**config.mk**
```make
export PLATFORM = sky130hd
export DESIGN_NAME = page_table_dump_walker
export DESIGN_NICKNAME = d
export VERILOG_FILES = /design/src/rtl/ptdw_pkg.sv /design/src/rtl/ptdw_step.sv /design/src/rtl/page_table_dump_walker.sv
export SDC_FILE = /design/constraint.sdc
export NUM_CORES = 1
export LEC_CHECK = 0
export BUFFER_PORTS_ARGS = -buffer_cell sky130_fd_sc_hd__buf_4
export CAP_MARGIN = 20
export CORE_ASPECT_RATIO = 1.1
export CORE_MARGIN = 4
export CORE_UTILIZATION = 56
export CTS_BUF_LIST = sky130_fd_sc_hd__clkbuf_4
export CTS_CLUSTER_DIAMETER = 40
export DETAILED_ROUTE_END_ITERATION = 10
export GPL_TIMING_DRIVEN = 1
export HOLD_SLACK_MARGIN = 0.1
export PLACE_DENSITY = 0.85
export SYNTH_ARGS = -nofsm -noshare
export SYNTH_HDL_FRONTEND = slang
export SYNTH_SLANG_ARGS = --single-unit
```
**constraint.sdc**
```tcl
create_clock -name clock -period 13.3 [get_ports clock]
set_clock_uncertainty 0.05 [all_clocks]
set_input_delay 2.66 -clock clock [delete_from_list [all_inputs] [get_ports clock]]
set_output_delay 2.66 -clock clock [all_outputs]
set_load 0.1 [all_outputs]
```
**src/rtl/ptdw_pkg.sv**
```systemverilog
`default_nettype none
// ----------------------------------------------------------------------------
// ptdw_pkg - page table dump walker shared definitions
// Entry bit positions, address widths and the result record passed from the
// step logic to the result register.
// ----------------------------------------------------------------------------
package ptdw_pkg;

   localparam int WORD_W      = 64;
   localparam int PA_W        = 63;
   localparam int VA_W        = 48;
   localparam int LEVEL_W     = 2;
   localparam int PAGE_SHIFT  = 12;

   localparam int PRESENT_BIT = 0;
   localparam int WRITE_BIT   = 1;
   localparam int USER_BIT    = 2;
   localparam int HUGE_BIT    = 7;
   localparam int NX_BIT      = 63;

   typedef struct packed {
      logic               is_leaf;
      logic [LEVEL_W-1:0] leaf_level;
      logic [PA_W-1:0]    phys_addr;
      logic [VA_W-1:0]    virt_addr;
      logic               can_write;
      logic               can_execute;
      logic               user_access;
      logic               walk_end;
   } rsp_type;

endpackage
`default_nettype wire

```
**src/rtl/ptdw_step.sv**
```systemverilog
`default_nettype none
// ----------------------------------------------------------------------------
// ptdw_step - one dump word through the walker
// Decodes a header or entry word against the current walk position and
// produces the next position and, where one is due, the result record.
// ----------------------------------------------------------------------------
module ptdw_step #(
   parameter int  LEVELS            = 4,
   parameter int  ENTRIES_PER_TABLE = 512,
   localparam int IB                = $clog2(ENTRIES_PER_TABLE),
   localparam int LW                = $clog2(LEVELS)
) (
   input  wire logic [ptdw_pkg::WORD_W-1:0] word,
   input  wire logic                        hdr_pending,
   input  wire logic [LW-1:0]               cur_level,
   input  wire logic [LEVELS-1:0][IB-1:0]   level_index,
   output      logic                        hdr_pending_in,
   output      logic [LW-1:0]               current_level_in,
   output      logic [LEVELS-1:0][IB-1:0]   level_index_in,
   output      logic                        has_result,
   output      ptdw_pkg::rsp_type           rsp
);
   import ptdw_pkg::*;

   localparam int FULL_W = LEVELS * IB + PAGE_SHIFT;

   logic [LEVELS-1:0]       last;
   logic                    present;
   logic                    huge;
   logic                    descend;
   logic                    leaf;
   logic                    inc;
   logic                    carry;
   logic                    walk_end;
   logic [FULL_W-1:0]       va_full;
   logic [FULL_W+VA_W-1:0]  va_wide;

   assign present = word[PRESENT_BIT];
   assign huge    = word[HUGE_BIT];
   assign descend = (cur_level != '0) && present && !huge;
   assign leaf    = (cur_level != '0) ? (present && huge) : (|word);

   always_comb begin
      for (int l = 0; l < LEVELS; l++) begin
         last[l] = (level_index[l] == IB'(ENTRIES_PER_TABLE - 1));
      end
   end

   // indices from the leaf level up, each in its own slice of the address
   always_comb begin
      va_full = '0;
      for (int l = 0; l < LEVELS; l++) begin
         if (LW'(l) >= cur_level) begin
            va_full[l*IB+PAGE_SHIFT +: IB] = level_index[l];
         end
      end
      va_wide = (FULL_W+VA_W)'(va_full);
   end

   always_comb begin
      level_index_in   = level_index;
      current_level_in = cur_level;
      hdr_pending_in   = hdr_pending;
      has_result       = 1'b0;
      rsp              = '0;
      inc              = 1'b0;
      carry            = 1'b0;
      walk_end         = 1'b0;
      if (hdr_pending) begin
         hdr_pending_in = 1'b0;
         for (int l = 0; l < LEVELS; l++) begin
            if (LW'(l) == cur_level) begin
               level_index_in[l] = '0;
            end
         end
      end else if (descend) begin
         current_level_in = cur_level - 1'b1;
         hdr_pending_in   = 1'b1;
      end else begin
         // advance this level, popping through every finished page above it
         for (int l = 0; l < LEVELS; l++) begin
            inc = (LW'(l) == cur_level) || carry;
            if (inc) begin
               level_index_in[l] = last[l] ? '0 : level_index[l] + IB'(1);
               if (!last[l]) begin
                  current_level_in = LW'(l);
               end
            end
            carry = inc && last[l];
         end
         walk_end = carry;
         if (walk_end) begin
            level_index_in   = '0;
            current_level_in = LW'(LEVELS - 1);
            hdr_pending_in   = 1'b1;
         end
         has_result   = leaf || walk_end;
         rsp.walk_end = walk_end;
         if (leaf) begin
            rsp.is_leaf     = 1'b1;
            rsp.leaf_level  = LEVEL_W'(cur_level);
            rsp.phys_addr   = {word[PA_W-1:PAGE_SHIFT], {PAGE_SHIFT{1'b0}}};
            rsp.virt_addr   = va_wide[VA_W-1:0];
            rsp.can_write   = word[WRITE_BIT];
            rsp.can_execute = !word[NX_BIT];
            rsp.user_access = word[USER_BIT];
         end
      end
   end

endmodule
`default_nettype wire

```
**src/rtl/page_table_dump_walker.sv**
```systemverilog
`default_nettype none
// ----------------------------------------------------------------------------
// page_table_dump_walker - streaming walker over a serialized page table dump
// Takes a depth-first dump one 64-bit word per beat and reports every mapped
// leaf entry, and flags walk end on the beat that finishes the root page.
// ----------------------------------------------------------------------------
// The block takes one dump word per cycle unless stalled; the result of each
// taken beat passes through the input register and then the result register.
// Header words and descending entries give no result beat. Each word is
// decoded combinationally against the walk position (current level and one
// entry index per level), so a result waiting on a stalled output holds only
// the word behind it; the input stalls only when both registers are full.
// After reset the walker expects the header of a root page, and it rearms
// itself the same way after each root page finishes.
module page_table_dump_walker #(
   parameter int  LEVELS            = 4,
   parameter int  ENTRIES_PER_TABLE = 512,
   localparam int IB                = $clog2(ENTRIES_PER_TABLE),
   localparam int LW                = $clog2(LEVELS)
) (
   input  wire logic        clock,
   input  wire logic        reset,
   input  wire logic        req_valid,
   output      logic        req_stall,
   input  wire logic [63:0] req_word,
   output      logic        rsp_valid,
   input  wire logic        rsp_stall,
   output      logic        rsp_is_leaf,
   output      logic [1:0]  rsp_leaf_level,
   output      logic [62:0] rsp_phys_addr,
   output      logic [47:0] rsp_virt_addr,
   output      logic        rsp_can_write,
   output      logic        rsp_can_execute,
   output      logic        rsp_user_access,
   output      logic        rsp_walk_end
);
   import ptdw_pkg::*;

   logic                      req_valid_ff;
   logic [WORD_W-1:0]         req_word_ff;
   logic                      hdr_pending_ff;
   logic                      hdr_pending_in;
   logic [LW-1:0]             current_level_ff;
   logic [LW-1:0]             current_level_in;
   logic [LEVELS-1:0][IB-1:0] level_index_ff;
   logic [LEVELS-1:0][IB-1:0] level_index_in;
   logic                      step_has_result;
   rsp_type                   step_rsp;
   logic                      rsp_valid_ff;
   logic                      rsp_valid_in;
   rsp_type                   rsp_ff;
   logic                      out_free;
   logic                      fire;

   assign out_free  = !rsp_valid_ff || !rsp_stall;
   assign fire      = req_valid_ff && out_free;
   assign req_stall = req_valid_ff && !out_free;

   // input register
   always_ff @(posedge clock) begin
      if (reset) begin
         req_valid_ff <= 1'b0;
      end else if (!req_stall) begin
         req_valid_ff <= req_valid;
      end
   end

   always_ff @(posedge clock) begin
      if (req_valid && !req_stall) begin
         req_word_ff <= req_word;
      end
   end

   ptdw_step #(
      .LEVELS            (LEVELS),
      .ENTRIES_PER_TABLE (ENTRIES_PER_TABLE)
   ) u_step (
      .word             (req_word_ff),
      .hdr_pending      (hdr_pending_ff),
      .cur_level        (current_level_ff),
      .level_index      (level_index_ff),
      .hdr_pending_in   (hdr_pending_in),
      .current_level_in (current_level_in),
      .level_index_in   (level_index_in),
      .has_result       (step_has_result),
      .rsp              (step_rsp)
   );

   // walk position
   always_ff @(posedge clock) begin
      if (reset) begin
         hdr_pending_ff   <= 1'b1;
         current_level_ff <= LW'(LEVELS - 1);
         level_index_ff   <= '0;
      end else if (fire) begin
         hdr_pending_ff   <= hdr_pending_in;
         current_level_ff <= current_level_in;
         level_index_ff   <= level_index_in;
      end
   end

   // result register
   always_comb begin
      rsp_valid_in = rsp_valid_ff;
      if (fire) begin
         rsp_valid_in = step_has_result;
      end else if (!rsp_stall) begin
         rsp_valid_in = 1'b0;
      end
   end

   always_ff @(posedge clock) begin
      if (reset) begin
         rsp_valid_ff <= 1'b0;
      end else begin
         rsp_valid_ff <= rsp_valid_in;
      end
   end

   always_ff @(posedge clock) begin
      if (fire && step_has_result) begin
         rsp_ff <= step_rsp;
      end
   end

   assign rsp_valid       = rsp_valid_ff;
   assign rsp_is_leaf     = rsp_ff.is_leaf;
   assign rsp_leaf_level  = rsp_ff.leaf_level;
   assign rsp_phys_addr   = rsp_ff.phys_addr;
   assign rsp_virt_addr   = rsp_ff.virt_addr;
   assign rsp_can_write   = rsp_ff.can_write;
   assign rsp_can_execute = rsp_ff.can_execute;
   assign rsp_user_access = rsp_ff.user_access;
   assign rsp_walk_end    = rsp_ff.walk_end;

   // header beats never report anything
   a_hdr_silent : assert property (@(posedge clock) disable iff (reset)
      fire && hdr_pending_ff |-> !step_has_result)
      else $error("header beat produced a result");

   // finishing the root rearms the walker at the root header
   a_rearm : assert property (@(posedge clock) disable iff (reset)
      fire && step_has_result && step_rsp.walk_end
      |=> hdr_pending_ff && (current_level_ff == LW'(LEVELS - 1)))
      else $error("walker not rearmed after walk end");

   // every result beat is a leaf or an end marker
   a_rsp_kind : assert property (@(posedge clock) disable iff (reset)
      rsp_valid_ff |-> rsp_ff.is_leaf || rsp_ff.walk_end)
      else $error("empty result beat");

   // a descend leaves the level below expecting a header
   a_descend : assert property (@(posedge clock) disable iff (reset)
      fire && !hdr_pending_ff && hdr_pending_in && !step_has_result
      |=> hdr_pending_ff && (current_level_ff != LW'(LEVELS - 1)))
      else $error("descend did not move down to a header");

endmodule
`default_nettype wire

```
Word level (Yosys, flattened, before mapping)
Index checks and enable logic that the tools add are counted.
Word-level totals
  register bits after elaboration: 223
  bits of input ports: 68
  output and inout port bits: 120
  logic and storage cells: 128
Cells by class
  add/subtract/negate cells: 5
  order comparisons: 4
  eq/ne operators: 13
  muxes and demuxes: 38
  bitwise operators: 6
  reductions and logical operators: 40
Operators with widths (count)
  two-way mux 9 bit: 16
  two-way mux 117 bit: 1
  two-way mux 36 bit: 3
  OR reduction 64 bit: 1
  adder 9 x 1 -> 9 bit, second input constant: 4
  equality test 9 bit, second input constant: 4
  two-way mux 2 bit: 10
  AND reduction 4 bit: 4
  OR reduction 4 bit: 4
  logical AND 1 bit: 11
  != test 2 x 1 -> 1 bit, second input constant: 5
  nonzero test 3 bit: 3
  two-way mux 1 bit: 8
  logical NOT 1 bit: 6
  NOT 1 bit: 6
  logical OR 1 bit: 5
  equality test 2 bit, first input constant: 2
  greater-or-equal comparator 1 x 2 -> 1 bit, first input constant: 2
  greater-or-equal comparator 2 bit, first input constant: 2
  nonzero test 2 bit: 2
  OR reduction 3 bit: 1
  equality test 1 x 2 -> 1 bit, first input constant: 1
  logical NOT 2 bit: 1
  != test 2 bit, second input constant: 1
  3 further kinds: 3

Longest topological paths before layout
Gate-level depths: netlist of the first run.
  word-level depth: 12
  mapped depth: 12
  gate-level depth less buffers: 10

Modules after synthesis
A second synthesis of the first run with hierarchy kept.
Second synthesis, totals
  cell total of the unflattened synthesis: 869
  area, all modules: 10376.2 um^2
By module, submodules not included
  page_table_dump_walker: instances 1, cells an instance 363, area an instance 7275.7 um^2, sequential area each 6286.0 um^2
  ptdw_step: instances 1, cells an instance 506, area an instance 3100.5 um^2, sequential area each 0.0 um^2

Worst setup path after synthesis of the first run
OpenSTA, ideal clock, no wires.
  path type: input port to flip-flop
  start point: input port rsp_stall
  end point: register rsp_ff, in the netlist rsp_can_execute (enable)
  library setup time: 0.689 ns
  data arrival time: 9.673 ns
  data required time: 12.561 ns
  path slack: 2.887 ns
  cell stages on the path: 2
  buffers on the path: 0
  cell sequence: a21boi_4 -> a21boi_0
On the way
  word-level cells in the longest chain between the ends: 4
RTL lines
  start: declaration: line page_table_dump_walker.sv:27  | input wire logic rsp_stall,
  logical NOT 1 bit
  logical OR 1 bit: line page_table_dump_walker.sv:55  | assign out_free = !rsp_valid_ff || !rsp_stall;
  logical AND 1 bit: line page_table_dump_walker.sv:56  | assign fire = req_valid_ff && out_free;
  logical AND 1 bit: line page_table_dump_walker.sv:121  | if (fire && step_has_result) begin
  end signal: assignment: line page_table_dump_walker.sv:122  | rsp_ff <= step_rsp;
  end: declaration: line page_table_dump_walker.sv:51  | rsp_type rsp_ff;
No other way between the ends.
A chain may end at the register's enable or synchronous reset.

Worst setup path after layout of the first run
  start point: input port rsp_stall
  end point: output port req_stall
On the way
  word-level cells in the longest chain between the ends: 4
RTL lines
  logical NOT 1 bit
  logical OR 1 bit: line page_table_dump_walker.sv:55
  logical NOT 1 bit: line page_table_dump_walker.sv:57  | assign req_stall = req_valid_ff && !out_free;
  logical AND 1 bit: line page_table_dump_walker.sv:57
  end: declaration: line page_table_dump_walker.sv:24  | output logic req_stall,
No other way between the ends.

==> reports/summary.txt, run 1 <==
Sw Pwr: 279 uW
Worst Path Buf+Inv: 2
Post-CTS sizing: 0
FFs w/ async S/R, synth: 0
Final setup fails: 0
CP dominant cell by count: buf_4
Inst Count DP: 946
CTS Root Cell: clkbuf_4
CTS tree: built
RSZ-0062 raised after global routing: false
Vias per cell: 5.66
Final worst path period share: 0.455
Post-Syn Instances: 613
Port Buffers: 163
Final cell count without fillers: 979
I/O pin count: 188
DR DRC count: 0
Post-synth EDFFs: 158
CP peak stage delay: 320 ps
Netlist cell types: 64
Fmax: 165 MHz
ANT nets after route: 0
Worst VDD drop: 0.0000818 V
Clock power frac: 0.298
Max_slew headroom: 0.309
Combinational fraction of design power: 0.068
Layout cell share with drive strength beyond 1: 0.275
Crit path max-delay family: buffers and inverters
Crit-path max FO: 4
DP HPWL: 12.6 mm
GRT Util Overall: 0.211
TNS Setup: 0 ps
Core area: 14,400 um2
DP Area: 9480 um2
Syn_area_per_cell: 13.4 um2
# rows: 46
Design area: 9790 um2
Setup ws final: 7250 ps
Reg-to-reg slack, setup: 9160 ps
CTS Buf Count: 17
H-tree levels: 4
Hold Path Class: reg2reg
Synthesized area: 8220 um2
Max-cap viol count: 0
WL final: 17.7 mm
Status: finished clean
Setup WS pre-CTS: 7250 ps
Startpoint type of the worst setup path: input pin
CTS sink count: 199
Power Density: 111 nW/um2
Synth-to-layout area growth: 19.1%
Slowest cell on crit path: buf_4
Die Area: 16,700 um2
Worst slew pin tran: 1040 ps
Worst EP arrival: 3340 ps
Cts hold-fix bufs: 0
Pin count of the biggest net entering global routing: 82
WS Path Type: in2out
TritonRoute pass-1 iters: 4
Int Power: 804 uW
Slew Viols, Final: 0
WL/cell: 18.1 um
Post-CTS setup buffer count: 0
Initial Util: 0.571
Crit-path cells: buf_4 -> and3_1 -> buf_4
Largest buffer count on any clock path: 2
Clock transition at path regs: 160 ps
Leak: 3.98 nW
Crit path time final: 6050 ps
Switch share: 0.257
Seq/Total Area, Yosys: 0.677
Total power: 1.08 mW
Vias: 5,537
Die X: 124 um
Vias in the first global route: 5,386
RePlAce Congestion: 0.902
Post-layout nets: 854
Antenna violations before repair: 1
Die height: 135 um
Yosys reg bits: 199
Post-synth top flop: edfxtp_1
Seq pwr share: 0.634
First-pass GRT wire length: 26.9 mm
Fin util: 0.681
GRT overflow: 0
Final Hold Viols: 0
Final hold slack: 440 ps
Worst skew pair latency: 580 ps
Synth warnings: 0
Detailed Route Iter0 Violations: 418
Req. time, crit path: 10,590 ps
Endpoint type of the worst setup path: output port
==> cell families after synthesis <==
kind of cell,Yosys count,share of synthesized area
buf+inv,56,0.0438
mux,5,0.00654
compound gates,94,0.0779
other cells,1,0.000456
fa+ha+maj,13,0.0198
simple gates,245,0.175
flops,199,0.677
==> power by group through the flow <==
stage / clock (mW) / sequential [mW] / combinational [mW]
floorplan: 0 / 0.702 / 0.0546
global placement: 0 / 0.700 / 0.0707
detailed placement: 0 / 0.701 / 0.0727
CTS: 0.329 / 0.687 / 0.0729
global route: 0.357 / 0.688 / 0.0771
finish: 0.322 / 0.687 / 0.0733
==> per-layer routing <==
layer | vias up | GRT usage | share of wire
met1 | 2642 | 0.254 | 0.37
met2 | 268 | 0.361 | 0.52
met5 | - | 0 | 0
met3 | 45 | 0.0452 | 0.075
met4 | 0 | 0.0991 | 0.035
li1 | 2582 | - | -
==> sequential cells by signal, indices dropped and copies added, names as in the netlist <==
register          count
req_word_ff          64
rsp_phys_addr        51
level_index_ff       36
rsp_virt_addr        36
current_level_ff      2
rsp_leaf_level        2
hdr_pending_ff        1
req_valid_ff          1
rsp_can_execute       1
rsp_can_write         1
rsp_is_leaf           1
rsp_user_access       1
rsp_valid             1
rsp_walk_end          1
==> tightest hold or removal path, cell delays in order, from the launching register on <==
cell and delay [ps]:
dfxtp_1 360, nand2_1 60, a21oi_1 50
==> area by class of cell <==
class	count	area [um2]
Multi-Input combinational cell	381	2400
Inverter	9	36.3
Tap cell	192	240
Sequential cell	199	5570
Timing Repair Buffer	165	1240
Clock buffer	17	128
Clock inverter	15	181
Fill cell	989	4590
Antenna cell	1	2.50
==> synthesized netlist by cell type (2+ instances only) <==
| cell | count | area share |
|---|---|---|
| edfxtp_1 | 158 | 0.58 |
| and2_1 | 69 | 0.052 |
| dfxtp_1 | 41 | 0.10 |
| a21oi_1 | 27 | 0.016 |
| and3_1 | 27 | 0.021 |
| nand2_1 | 25 | 0.011 |
| nor2_1 | 25 | 0.011 |
| buf_4 | 24 | 0.022 |
| nand3_1 | 18 | 0.011 |
| o21ai_0 | 18 | 0.011 |
| nor4_1 | 17 | 0.013 |
| ha_1 | 13 | 0.020 |
| nor3b_1 | 11 | 0.010 |
| clkbuf_1 | 10 | 0.0046 |
| nand4_1 | 10 | 0.0076 |
| nor3_1 | 9 | 0.0055 |
| a21o_1 | 8 | 0.0073 |
| buf_6 | 7 | 0.0096 |
| inv_1 | 7 | 0.0032 |
| o22ai_1 | 7 | 0.0053 |
| a32o_1 | 6 | 0.0073 |
| nor2b_1 | 6 | 0.0046 |
| or3_1 | 5 | 0.0038 |
| a221o_1 | 4 | 0.0049 |
| buf_2 | 4 | 0.0024 |
| nand3b_1 | 4 | 0.0037 |
| a31oi_1 | 3 | 0.0023 |
| mux2_2 | 3 | 0.0041 |
| or2_2 | 3 | 0.0023 |
| a211oi_1 | 2 | 0.0018 |
| a221oi_1 | 2 | 0.0021 |
| a22oi_1 | 2 | 0.0018 |
| buf_1 | 2 | 0.00091 |
| mux2i_1 | 2 | 0.0024 |
| o21a_1 | 2 | 0.0018 |
| or3b_1 | 2 | 0.0021 |
| or3b_2 | 2 | 0.0021 |
| or4_1 | 2 | 0.0018 |
==> worst paths after layout <==
check | start | to | cells after the start
max | rsp_stall | req_stall | 3
min | level_index_ff[17]$_SDFFE_PP0P_ | level_index_ff[17]$_SDFFE_PP0P_ | 2
max reg2reg | level_index_ff[18]$_SDFFE_PP0P_ | rsp_virt_addr[47]$_SDFFCE_PP0P_ | 10
min reg2reg | level_index_ff[17]$_SDFFE_PP0P_ | level_index_ff[17]$_SDFFE_PP0P_ | 2
==> layout by cell type (no fill, tap or decap), types with 10 or more instances in the layout <==
master,n
edfxtp_1,158
ha_1,13
nor4_1,17
and2_1,69
nand3_1,18
nor3b_1,11
a21oi_1,27
nand4_1,10
buf_4,165
clkbuf_4,17
nor2_1,25
and3_1,27
nand2_1,25
conb_1,24
o21ai_0,18
dfxtp_1,41
Note: power is estimated with default switching activity, not from simulation.
==> run 2, diff against run 1 <==
Settings changed: CORE_UTILIZATION 56 to 50, PLACE_DENSITY 0.85 to 0.81.
Clock period 13.3 ns to 4.9 ns, I/O delays scaled along.
==> run 2 against run 1 <==
Critical path depth increased by 7. Worst hold slack got worse by 2.8 ps. Sequential share of layout area increased by 0.23 points. Total power increased to 2.6 times the previous value. Core utilization decreased by 6.8 points. Combinational power increased to 2.7 times the previous value. Sequential power increased to 2.7 times the previous value. Flip-flop and latch count unchanged. First-iteration DRC count decreased by 19%. Worst setup slack got worse by 5900 ps. Die area increased by 11%. Wire length decreased by 0.47%. Largest power group unchanged.
==> reports/summary.txt, run 2 (same netlist as run 1, synthesis figures left out) <==
Die height: 143 um
Max_slew headroom: 0.341
Clock transition at path regs: 160 ps
TNS Setup: 0 ps
Final Hold Viols: 0
Leak: 3.97 nW
Post-CTS sizing: 0
Crit-path max FO: 74
Worst slew pin tran: 982 ps
Worst VDD drop: 0.000205 V
Initial Util: 0.517
Layout cell share with drive strength beyond 1: 0.276
Post-CTS setup buffer count: 0
R2R depth: 10
Commonest cells after routing, fill and taps aside: buf_4 (166), edfxtp_1 (158), and2_1 (69), dfxtp_1 (41)
CTS Root Cell: clkbuf_4
Post-layout nets: 855
Worst skew pair latency: 590 ps
RePlAce Congestion: 0.894
Hold Path Depth: 2
TritonRoute pass-1 iters: 5
Final worst path period share: 0.726
CTS tree: built
Vias in the first global route: 5,400
Detailed Route Iter0 Violations: 337
Setup WS pre-CTS: 1410 ps
Final setup fails: 0
WS Path Type: reg2reg
Vias: 5,514
Filler cells: 1,225
Largest register FFs: 64
Setup ws final: 1340 ps
CP dominant cell by count: ha_1
Fmax: 281 MHz
Power Density: 292 nW/um2
Max-cap viol count: 0
Slowest cell on crit path: buf_4
Status: finished clean
CTS Buf Count: 17
WL final: 17.6 mm
Crit-path cells: ha_1 -> nand3_1 -> or2_2 -> nor2_1 -> ha_1 -> a21o_1 -> a32o_1 -> nand2_1 -> a21boi_4 -> buf_4
Cts hold-fix bufs: 0
Startpoint type of the worst setup path: flop
Endpoint type of the worst setup path: flop
RSZ-0062 raised after global routing: false
CP peak stage delay: 740 ps
Die Area: 18,600 um2
First-pass GRT wire length: 27.4 mm
Antenna violations before repair: 1
I/O pin count: 188
Most common cell after layout, fill and taps aside: buf_4
Crit path time final: 3560 ps
GRT overflow: 0
WL/cell: 17.8 um
DP HPWL: 12.6 mm
Largest buffer count on any clock path: 2
Hold Path Class: reg2reg
ANT nets after route: 0
# rows: 48
Synth-to-layout area growth: 18.6%
H-tree levels: 4
Port Buffers: 163
Req. time, crit path: 5060 ps
DR DRC count: 0
CTS sink count: 199
GRT Util Overall: 0.190
Worst EP arrival: 3720 ps
Slew Viols, Final: 0
Pin count of the biggest net entering global routing: 75
Core area: 15,900 um2
Die X: 130 um
Biggest register: req_word_ff
Vias per cell: 5.58
run 2: changes by cell type in the layout (fill, tap and decap cells not counted):
cell	before	now
inv_6	4	3
clkinv_2	0	3
clkinvlp_4	1	0
buf_4	165	166
bufinv_16	1	0
clkinv_4	2	3
clkinv_8	4	0
inv_8	2	4
clkbuf_4	17	18
run 2: final timing paths:
kind	endpoint	slack [ps]	startpoint
setup / recovery	rsp_virt_addr[25]$_SDFFCE_PP0P_	1340	level_index_ff[19]$_SDFFE_PP0P_
hold / removal	level_index_ff[17]$_SDFFE_PP0P_	440	level_index_ff[17]$_SDFFE_PP0P_
setup reg to reg	rsp_virt_addr[25]$_SDFFCE_PP0P_	1340	level_index_ff[19]$_SDFFE_PP0P_
hold reg to reg	level_index_ff[17]$_SDFFE_PP0P_	440	level_index_ff[17]$_SDFFE_PP0P_
run 2: worst max-delay path: cells and delay by family (launching register included):
| kind | cells | cell delay, ps |
|---|---|---|
| simple gates | 4 | 750 |
| buf+inv | 1 | 740 |
| compound gates | 3 | 710 |
| fa+ha+maj | 2 | 500 |
| flops | 1 | 420 |
run 2: cell type report:
type / count / area, um2 / area share
flip-flops and latches: 199 / 5570 / 0.571
inverters: 9 / 36.3 / 0.00372
diodes: 1 / 2.50 / 0.000257
multi-input cells: 381 / 2400 / 0.246
clock buffers: 18 / 135 / 0.0139
well taps: 200 / 250 / 0.0257
clock inverters: 14 / 116 / 0.0119
repair buffers: 166 / 1250 / 0.128
run 2: where the power goes:
group / internal, mW / switching [mW] / total (mW)
Combinational: 0.0535 / 0.146 / 0.199
Clock: 0.223 / 0.565 / 0.789
Sequential: 1.85 / 0.0170 / 1.86
Total: 2.12 / 0.728 / 2.85
run 2: per-layer routing:
metal	vias to the layer above	GRT usage	wire, um
li1	2579	-	-
met1	2644	0.236	6900
met2	248	0.313	8900
met3	43	0.0432	1180
met4	0	0.0919	626
met5	-	0	0
run 2: per-stage QoR:
stage / instance area (um2) / power [mW] / utilization / std cells / hold slack, ps
2_1_floorplan: 8320 / 2.05 / - / 636 / 395
3_3_place_gp: 9500 / 2.09 / 0.597 / 955 / 417
3_5_place_dp: 9500 / 2.10 / 0.597 / 955 / 422
4_1_cts: 9750 / 2.87 / 0.613 / 987 / 442
5_1_grt: 9750 / 2.96 / 0.613 / 988 / 439
6_report: 9750 / 2.85 / 0.613 / 988 / 437
==> run 3, diff against run 2 <==
Settings changed: CORE_UTILIZATION 50 to 56, PLACE_DENSITY 0.81 to 0.85.
Clock period 4.9 ns to 3.4 ns, I/O delays scaled along.
==> run 3 against run 2 <==
Clock power grew 56%. Register-to-register slack lost 920 ps. Global-route usage grew 2.9 points. Total power grew 48%. Cell count shrank 0.40%. Non-clock buffer count grew 4. Count of clock-buffer cells in the layout shrank 1. Maximum frequency grew 19%. Worst hold slack lost 240 ps. Flip-flop and latch count is the same. Wire length grew 3.8%. Cell area grew 1.3%. Critical path type unchanged. Critical endpoint is now rsp_virt_addr[46]$_SDFFCE_PP0P_. Largest power group unchanged. Highest routed layer unchanged.
==> reports/summary.txt, run 3 (same netlist as run 1, synthesis figures left out) <==
Max-cap viol count: 0
Slew Viols, Final: 0
Sw Pwr: 1.08 mW
Most common cell after layout, fill and taps aside: buf_4
Final cell count without fillers: 984
Post-layout nets: 859
H-tree levels: 4
Hold Path Class: in2reg
CTS tree: built
Clock transition at path regs: 180 ps
CTS Root Cell: clkbuf_4
Die height: 135 um
Worst skew pair latency: 590 ps
TritonRoute pass-1 iters: 6
Worst VDD drop: 0.000369 V
Combinational fraction of design power: 0.070
Reg-to-reg slack, setup: 420 ps
Detailed Route Iter0 Violations: 485
CTS sink count: 199
Power Density: 427 nW/um2
Post-CTS setup buffer count: 0
Vias per cell: 5.75
TNS Setup: 0 ps
Vias: 5,658
Final Hold Viols: 0
I/O pin count: 188
Clock power frac: 0.293
Multi-input combinational cell area: 2440 um2
Inst Count DP: 951
WL/cell: 18.6 um
CTS Buf Count: 17
Post-CTS sizing: 0
Crit path time final: 2980 ps
Reg area: 5570 um2
# rows: 46
Antenna violations before repair: 1
Endpoint type of the worst setup path: flop
Req. time, crit path: 3590 ps
Commonest cells after routing, fill and taps aside: buf_4 (168), edfxtp_1 (158), and2_1 (69), dfxtp_1 (37), a21oi_1 (27)
Worst slew pin tran: 969 ps
Largest buffer count on any clock path: 2
Seq pwr share: 0.638
Vias in the first global route: 5,383
Status: finished clean
R2R depth: 7
RePlAce Congestion: 0.873
First-pass GRT wire length: 28.0 mm
Switch share: 0.256
ANT nets after route: 0
Biggest register: req_word_ff
Initial Util: 0.571
Startpoint type of the worst setup path: flop
Layout cell share with drive strength beyond 1: 0.293
Crit-path max FO: 61
Worst setup path endpoint: rsp_virt_addr[46]$_SDFFCE_PP0P_
Crit path launch: current_level_ff[1]$_SDFFE_PP1P_
Leak: 4.00 nW
Final worst path period share: 0.876
Reg2reg end: rsp_virt_addr[46]$_SDFFCE_PP0P_
RSZ-0062 raised after global routing: false
GRT Util Overall: 0.219
DP HPWL: 12.8 mm
Cts hold-fix bufs: 0
DR DRC count: 0
WL final: 18.3 mm
Max_slew headroom: 0.350
Synth-to-layout area growth: 20.1%
Worst EP arrival: 3170 ps
Die X: 124 um
Int Power: 3.14 mW
Largest register FFs: 64
Filler cells: 1,022
Core area: 14,400 um2
Total power: 4.22 mW
Port Buffers: 163
WS Path Type: reg2reg
GRT overflow: 0
Final hold slack: 202 ps
Worst R2R Start: current_level_ff[1]$_SDFFE_PP1P_
Final setup fails: 0
Pin count of the biggest net entering global routing: 73
Fmax: 336 MHz
Die Area: 16,700 um2
==> run 3: routing by layer <==
layer / up-vias / global-route usage / routed length (um)
met5: - / 0 / 0
met4: 0 / 0.0855 / 487
met3: 35 / 0.0394 / 1280
met2: 289 / 0.374 / 9510
met1: 2745 / 0.275 / 7000
li1: 2589 / - / -
==> run 3: layout make-up <==
cell class | count | share of cell area
Clock buffer | 17 | 0.0129
Multi-Input combinational cell | 381 | 0.247
Clock inverter | 15 | 0.0166
Sequential cell | 199 | 0.564
Antenna cell | 1 | 0.000253
Inverter | 9 | 0.00367
Tap cell | 192 | 0.0243
Timing Repair Buffer | 170 | 0.132
==> run 3: worst min-delay path by stage <==
stage	slack, ps	to	start	cells past startpoint
final	200	req_word_ff[30]$_DFFE_PP_	req_word[30]	1
after global routing	150	req_word_ff[30]$_DFFE_PP_	req_word[30]	1
after CTS	170	req_word_ff[30]$_DFFE_PP_	req_word[30]	1
after detailed placement	430	level_index_ff[35]$_SDFFE_PP0P_	level_index_ff[35]$_SDFFE_PP0P_	2
after global placement	420	level_index_ff[35]$_SDFFE_PP0P_	level_index_ff[35]$_SDFFE_PP0P_	2
after floorplan	390	level_index_ff[35]$_SDFFE_PP0P_	level_index_ff[35]$_SDFFE_PP0P_	2
==> run 3: metrics by stage <==
step	setup slack, ps	cell area [um2]	util
4_1_cts	433	9880	0.686
3_5_place_dp	518	9580	0.666
2_1_floorplan	-356	8380	-
6_report	423	9880	0.687
5_1_grt	266	9880	0.687
3_3_place_gp	656	9580	0.666
==> run 3: power groups by stage <==
| stage | Sequential [mW] | Combinational (mW) | Clock (mW) |
|---|---|---|---|
| floorplan | 2.74 | 0.215 | 0 |
| detailed placement | 2.74 | 0.291 | 0 |
| finish | 2.69 | 0.294 | 1.23 |
| global placement | 2.74 | 0.284 | 0 |
| global route | 2.69 | 0.308 | 1.35 |
| CTS | 2.69 | 0.292 | 1.25 |
==> run 3: worst max-delay path, stage by stage, from the launching register on <==
cell	delay (ps)
dfxtp_1	410
inv_1	160
ha_1	400
nor2b_1	700
a21oi_4	120
buf_4	230
a21boi_4	200
buf_12	300
